$ cat src/rtl/sle_pkg.sv
// Shared types and constants for the sequential list engine.
// Holds the command and status codes, the transfer payload structs,
// the sequencer states and the memory request bundle. No dependencies.
package sle_pkg;

  localparam int CAPACITY   = 16;
  localparam int DATA_WIDTH = 32;
  localparam int IDX_W      = $clog2(CAPACITY);
  localparam int CNT_W      = $clog2(CAPACITY + 1);

  localparam logic [2:0] CMD_PUSH_BACK  = 3'd0;
  localparam logic [2:0] CMD_PUSH_FRONT = 3'd1;
  localparam logic [2:0] CMD_POP_BACK   = 3'd2;
  localparam logic [2:0] CMD_POP_FRONT  = 3'd3;
  localparam logic [2:0] CMD_INSERT     = 3'd4;
  localparam logic [2:0] CMD_ERASE      = 3'd5;
  localparam logic [2:0] CMD_FIND       = 3'd6;

  localparam logic [2:0] ST_OK       = 3'd0;
  localparam logic [2:0] ST_FULL     = 3'd1;
  localparam logic [2:0] ST_EMPTY    = 3'd2;
  localparam logic [2:0] ST_BADPOS   = 3'd3;
  localparam logic [2:0] ST_NOTFOUND = 3'd4;

  typedef struct packed {
    logic [2:0]         cmd;
    logic [4:0]         position;
    logic signed [31:0] value;
  } req_item_t;

  typedef struct packed {
    logic [2:0]       status;
    logic [IDX_W-1:0] found_index;
    logic [CNT_W-1:0] count_after;
  } rsp_item_t;

  typedef enum logic [2:0] {
    S_IDLE,
    S_MOVE_UP,
    S_MOVE_DOWN,
    S_SETTLE,
    S_PLACE,
    S_SCAN,
    S_REPORT
  } seq_state_t;

  typedef struct packed {
    logic                  we;
    logic [IDX_W-1:0]      waddr;
    logic [DATA_WIDTH-1:0] wdata;
    logic [IDX_W-1:0]      raddr;
  } mem_req_t;

endpackage

$ cat src/rtl/sle_mem.sv
// Entry store of the list: one write port and one registered read port.
// Depends on sle_pkg for the depth, word width and request bundle.
module sle_mem (
  input  logic                          clk,
  input  sle_pkg::mem_req_t             req,
  output logic [sle_pkg::DATA_WIDTH-1:0] rd_data
);
  import sle_pkg::*;

  logic [DATA_WIDTH-1:0] entries [CAPACITY];

  always_ff @(posedge clk) begin
    if (req.we) begin
      entries[req.waddr] <= req.wdata;
    end
  end

  always_ff @(posedge clk) begin
    rd_data <= entries[req.raddr];
  end

endmodule

$ cat src/rtl/sequential_list_engine_top.sv
// Sequential list engine: an ordered list of up to CAPACITY words kept in a
// single-port-write, registered-read memory. One command is handled at a time.
// Pop back, every error, the unused code, find on an empty list, and pop
// front or erase of the last entry go straight to the result. Push back and
// insert at the end write the new word at once; insert and push front at a
// position below the count first move the entries from there up one place,
// pop front and erase of any other entry move the entries above it down one
// place, and find reads the entries from index 0 until one matches.
// The memory port moves or reads one entry per cycle, so the work grows with
// the entries moved or read. A finished result waits in the output register
// while the next command is taken. Depends on sle_pkg and sle_mem.
module sequential_list_engine_top (
  input  logic               clk,
  input  logic               rst,
  input  logic               req_valid,
  output logic               req_stall,
  input  sle_pkg::req_item_t req_data,
  output logic               rsp_valid,
  input  logic               rsp_stall,
  output sle_pkg::rsp_item_t rsp_data
);
  import sle_pkg::*;

  seq_state_t            state, state_next;
  logic [CNT_W-1:0]      count, count_next;
  logic [IDX_W-1:0]      ptr, ptr_next;
  logic [IDX_W-1:0]      at, at_next;
  logic [DATA_WIDTH-1:0] word, word_next;
  logic                  is_open, is_open_next;
  logic                  wr_pend, wr_pend_next;
  logic [IDX_W-1:0]      wr_addr, wr_addr_next;
  logic                  cmp_pend, cmp_pend_next;
  logic [IDX_W-1:0]      cmp_idx, cmp_idx_next;
  logic                  issued_all, issued_all_next;
  logic [2:0]            res_status, res_status_next;
  logic [IDX_W-1:0]      res_found, res_found_next;
  logic                  rsp_load;

  logic [CNT_W-1:0]      count_dec;
  logic [CNT_W-1:0]      at_c;
  logic                  accept;
  mem_req_t              mem_req;
  logic [DATA_WIDTH-1:0] rd_data;

  sle_mem u_mem (
    .clk     (clk),
    .req     (mem_req),
    .rd_data (rd_data)
  );

  assign count_dec = count - CNT_W'(1);
  assign req_stall = (state != S_IDLE);
  assign accept    = req_valid && !req_stall;

  always_ff @(posedge clk) begin
    if (rst) begin
      state     <= S_IDLE;
      count     <= '0;
      wr_pend   <= 1'b0;
      cmp_pend  <= 1'b0;
      rsp_valid <= 1'b0;
    end else begin
      state    <= state_next;
      count    <= count_next;
      wr_pend  <= wr_pend_next;
      cmp_pend <= cmp_pend_next;
      if (rsp_load) begin
        rsp_valid <= 1'b1;
      end else if (!rsp_stall) begin
        rsp_valid <= 1'b0;
      end
    end
  end

  always_ff @(posedge clk) begin
    ptr        <= ptr_next;
    at         <= at_next;
    word       <= word_next;
    is_open    <= is_open_next;
    wr_addr    <= wr_addr_next;
    cmp_idx    <= cmp_idx_next;
    issued_all <= issued_all_next;
    res_status <= res_status_next;
    res_found  <= res_found_next;
    if (rsp_load) begin
      rsp_data.status      <= res_status;
      rsp_data.found_index <= res_found;
      rsp_data.count_after <= count;
    end
  end

  always_comb begin
    state_next      = state;
    count_next      = count;
    ptr_next        = ptr;
    at_next         = at;
    word_next       = word;
    is_open_next    = is_open;
    wr_pend_next    = wr_pend;
    wr_addr_next    = wr_addr;
    cmp_pend_next   = cmp_pend;
    cmp_idx_next    = cmp_idx;
    issued_all_next = issued_all;
    res_status_next = res_status;
    res_found_next  = res_found;
    rsp_load        = 1'b0;
    at_c            = '0;
    mem_req.we      = 1'b0;
    mem_req.waddr   = wr_addr;
    mem_req.wdata   = rd_data;
    mem_req.raddr   = ptr;

    unique case (state)
      S_IDLE: begin
        if (accept) begin
          word_next       = req_data.value[DATA_WIDTH-1:0];
          res_status_next = ST_OK;
          res_found_next  = '0;
          wr_pend_next    = 1'b0;
          cmp_pend_next   = 1'b0;
          issued_all_next = 1'b0;
          state_next      = S_REPORT;
          unique case (req_data.cmd)
            CMD_PUSH_BACK, CMD_PUSH_FRONT, CMD_INSERT: begin
              is_open_next = 1'b1;
              if (req_data.cmd == CMD_PUSH_BACK) begin
                at_c = count;
              end else if (req_data.cmd == CMD_PUSH_FRONT) begin
                at_c = '0;
              end else begin
                at_c = req_data.position;
              end
              if (count >= CNT_W'(CAPACITY)) begin
                res_status_next = ST_FULL;
              end else if (req_data.cmd == CMD_INSERT && req_data.position > count) begin
                res_status_next = ST_BADPOS;
              end else begin
                at_next = at_c[IDX_W-1:0];
                if (at_c == count) begin
                  state_next = S_PLACE;
                end else begin
                  ptr_next   = count_dec[IDX_W-1:0];
                  state_next = S_MOVE_UP;
                end
              end
            end
            CMD_POP_BACK: begin
              if (count == '0) begin
                res_status_next = ST_EMPTY;
              end else begin
                count_next = count_dec;
              end
            end
            CMD_POP_FRONT, CMD_ERASE: begin
              is_open_next = 1'b0;
              at_c = (req_data.cmd == CMD_ERASE) ? req_data.position : '0;
              if (count == '0) begin
                res_status_next = ST_EMPTY;
              end else if (at_c >= count) begin
                res_status_next = ST_BADPOS;
              end else if (at_c == count_dec) begin
                // last entry goes, nothing to move
                count_next = count_dec;
              end else begin
                ptr_next   = at_c[IDX_W-1:0] + IDX_W'(1);
                state_next = S_MOVE_DOWN;
              end
            end
            CMD_FIND: begin
              res_status_next = ST_NOTFOUND;
              if (count != '0) begin
                ptr_next   = '0;
                state_next = S_SCAN;
              end
            end
            default: begin
              state_next = S_REPORT;
            end
          endcase
        end
      end

      S_MOVE_UP: begin
        // write the entry read last cycle one place higher, read the next lower one
        mem_req.we   = wr_pend;
        wr_pend_next = 1'b1;
        wr_addr_next = ptr + IDX_W'(1);
        if (ptr == at) begin
          state_next = S_SETTLE;
        end else begin
          ptr_next = ptr - IDX_W'(1);
        end
      end

      S_MOVE_DOWN: begin
        mem_req.we   = wr_pend;
        wr_pend_next = 1'b1;
        wr_addr_next = ptr - IDX_W'(1);
        if ({1'b0, ptr} == count_dec) begin
          state_next = S_SETTLE;
        end else begin
          ptr_next = ptr + IDX_W'(1);
        end
      end

      S_SETTLE: begin
        mem_req.we   = wr_pend;
        wr_pend_next = 1'b0;
        if (is_open) begin
          state_next = S_PLACE;
        end else begin
          count_next = count_dec;
          state_next = S_REPORT;
        end
      end

      S_PLACE: begin
        mem_req.we    = 1'b1;
        mem_req.waddr = at;
        mem_req.wdata = word;
        count_next    = count + CNT_W'(1);
        state_next    = S_REPORT;
      end

      S_SCAN: begin
        if (cmp_pend && rd_data == word) begin
          res_status_next = ST_OK;
          res_found_next  = cmp_idx;
          cmp_pend_next   = 1'b0;
          state_next      = S_REPORT;
        end else if (issued_all) begin
          cmp_pend_next = 1'b0;
          state_next    = S_REPORT;
        end else begin
          cmp_pend_next = 1'b1;
          cmp_idx_next  = ptr;
          if ({1'b0, ptr} == count_dec) begin
            issued_all_next = 1'b1;
          end else begin
            ptr_next = ptr + IDX_W'(1);
          end
        end
      end

      S_REPORT: begin
        // hold until the output register is free
        if (!rsp_valid || !rsp_stall) begin
          rsp_load   = 1'b1;
          state_next = S_IDLE;
        end
      end

      default: begin
        state_next = S_IDLE;
      end
    endcase
  end

endmodule
$ cat config.mk
export PLATFORM = sky130hd
export DESIGN_NAME = sequential_list_engine_top
export DESIGN_NICKNAME = d
export VERILOG_FILES = /design/src/rtl/sle_pkg.sv /design/src/rtl/sle_mem.sv /design/src/rtl/sequential_list_engine_top.sv
export SDC_FILE = /design/constraint.sdc
export NUM_CORES = 1
export LEC_CHECK = 0
export BUFFER_PORTS_ARGS = -buffer_cell sky130_fd_sc_hd__buf_2
export CAP_MARGIN = 30
export CORE_MARGIN = 2
export CORE_UTILIZATION = 55
export CTS_CLUSTER_DIAMETER = 100
export CTS_CLUSTER_SIZE = 16
export DETAILED_ROUTE_END_ITERATION = 8
export GPL_TIMING_DRIVEN = 0
export PLACE_DENSITY_LB_ADDON = 0.25
export REMOVE_ABC_BUFFERS = 1
export SLEW_MARGIN = 5
export SYNTH_ARGS = -nofsm -noshare
export SYNTH_HDL_FRONTEND = slang
export SYNTH_SLANG_ARGS = --single-unit
$ cat constraint.sdc
create_clock -name clk -period 9.67 [get_ports clk]
set_clock_uncertainty 0.1 [all_clocks]
set_input_delay 0.967 -clock clk [delete_from_list [all_inputs] [get_ports clk]]
set_output_delay 0.967 -clock clk [all_outputs]
set_load 0.005 [all_outputs]
==> results.tsv <==
metric	value	unit
routedWlPerCell	26.8	µm
synth_edf_count	581	
cts_setup_buffers	0	
post-route-util	0.633	
cpPeakStageDelay	0.60	ns
reg2reg_from	state[2]$_SDFFE_PP0P_	
grt_max_degree	30	
yosys-top-cells-area	edfxtp_1 70%, mux4_2 14%, dfxtp_1 3.4%	
die_height	217	µm
design_area	28500	µm²
end_kind	register	
place_ws	5.25	ns
fin_crit	3.88	ns
nets	1486	
timing.final.crit_share	0.401	
synthArstFlopShare	0	
die_w	217	µm
synth_top_area_share	0.698	
startpoint_type	input port	
regArea	18300	µm²
cpLargestDelayFamily	compound AO/OA/AOI/OAI gates	
hp-class	register to register	
vias	13000	
grt_pass1_vias	12900	
criticalPathCategory	input port to register	
powerDensity	298	nW/µm²
worstPathRequired	9.79	ns
power.leakage	9.31	nW
final_cells	2061	
critPathBufInv	1	
drt_iter0_drc	1418	
synth.most_common_cell	edfxtp_1	
dieArea	47200	µm²
setup_violations	0	
ant_nets	0	
gp_congestion	0.888	
avgViaCountPerCell	6.31	
crit_slowest_cell	a211oi_1	
worst_pin_slew	0.956	ns
vdd_drop_max	0.193	mV
maxSlewHeadroom	0.360	
antenna_found_initial	0	
drc_errors	0	
num_antenna_cells	0	
num_rows	78	
synth_warnings	0	
fin_ws	5.79	ns
port_buffers	57	
clock_path_buffers	3	
ys_ff_latch	624	
dpl.hpwl	33800	µm
start_util	0.555	
grt_first_pass_wirelength	82700	µm
multi_input_area	6440	µm²
worstPathCellList	buf_2, and3b_1, nand2_1, ha_1, nor2b_1, o21ai_1, maj3_2, a21oi_1, o21bai_1, a211o_1, a211oi_1	
tns	0	ns
synthFlopType	edfxtp_1	
hold_slack	0.323	ns
cts_root_buffer	clkbuf_16	
synth_largest_area_cell	edfxtp_1	
cts_htree_levels	2	
holdBufCountCts	0	
synthTopCellsByCount	581 x edfxtp_1, 160 x mux4_2, 121 x nand2_1	
clk_pin_slew_worst_paths	0.07	ns
clock_latency	0.59	ns
finalWirelength	55200	µm
crit_path_max_fanout	20	
yosysSeqAreaShare	0.732	
drive_gt1_frac	0.244	
fill_cells	3095	
slew_violations	0	
firstDrtPassIters	6	
max_freq	258	MHz
final_hold_viol_count	0	
hp-start	res_found[2]$_SDFFCE_PN0P_	
p_total	8.52	mW
overflow	0	
track_usage	0.241	
outcome	finished, final reports clean	
ctsResizeCount	0	
syn_inst	1332	
placed_area	27200	µm²
avgSynthCellArea	18.8	µm²
drv_cap	0	
cts_inserted_buffers	44	
tritoncts	built	
io_pins	58	
core_area	45100	µm²
rsz0062_at_grt	no	
areaGrowthSynthToFinish	14.1	%
cp.arrival	4.00	ns
place_inst	1975	
crit_path_start	req_data[37]	
synthesis.area	25000	µm²
clock_sinks	624	
synth.distinct_cells	69	
[state kept, by name, indices dropped and copies added, names as in the netlist]
signal	count
u_mem.entries	512
u_mem.rd_data	32
word	32
rsp_data	12
count	5
at	4
cmp_idx	4
ptr	4
res_found	4
wr_addr	4
res_status	3
state	3
cmp_pend	1
is_open	1
issued_all	1
rsp_valid	1
wr_pend	1
[cells by family after synthesis]
| logic type | after synthesis | synth area share |
|---|---|---|
| mux | 162 | 0.145 |
| flops | 624 | 0.732 |
| xor+xnor | 45 | 0.0163 |
| fa+ha+maj | 16 | 0.00796 |
| simple gates | 262 | 0.0491 |
| buf+inv | 96 | 0.0155 |
| compound gates | 127 | 0.0340 |
[final cells by class]
cell class / instances / area share
inverter: 24 / 0.00316
tap: 600 / 0.0263
clock buffer: 80 / 0.0441
sequential: 624 / 0.641
multi-input combinational: 612 / 0.226
timing repair buffer: 121 / 0.0595
[path summary, 6_finish.rpt]
kind,end,slack (ns),depth (start not counted)
worst max register to register,u_mem.entries[4][8]$_DFFE_PP_,5.90,7
worst min-delay path,rsp_data[7]$_DFFE_PP_,0.32,0
worst max-delay path,ptr[0]$_DFFE_PP_,5.79,11
worst min register to register,rsp_data[7]$_DFFE_PP_,0.32,0
[cells in the final DEF (no fill, tap or decap), drive strengths merged, types with 3 or more instances in the layout]
cell    count
a211oi      3
a21o        5
a21oi      40
a221oi      6
a22oi       4
a31oi      11
and2        7
and3        8
buf       119
clkbuf     82
dfxtp      43
edfxtp    581
ha         15
inv        24
mux4      160
nand2     121
nand2b      9
nand3       8
nand4       9
nor2       51
nor2b      13
nor3       14
nor3b       5
nor4        5
o21ai      26
o221ai      3
o31ai       3
or2         3
or4         4
xnor2      35
xor2        9
[worst register-to-register path, stage by stage (launching register included)]
cell     delay, ns
dfxtp_1       0.90
and2_2        0.66
buf_12        0.27
nand2_1       0.09
nor2_1        0.16
a21oi_1       0.19
nor2_4        0.80
buf_12        0.28
[per-layer routing]
layer | track usage | wire length, µm
met1 | 0.350 | 23000
met2 | 0.388 | 26800
met3 | 0.0338 | 3940
met4 | 0.0737 | 1480
met5 | 0 | 0
[report_power, final]
group	switching (mW)	internal (mW)	total (mW)	leakage, nW
Combinational	1.51	1.35	2.86	3.09
Sequential	0.214	3.71	3.92	5.62
Clock	0.858	0.877	1.73	0.596
(Power assumes the default switching activity.)
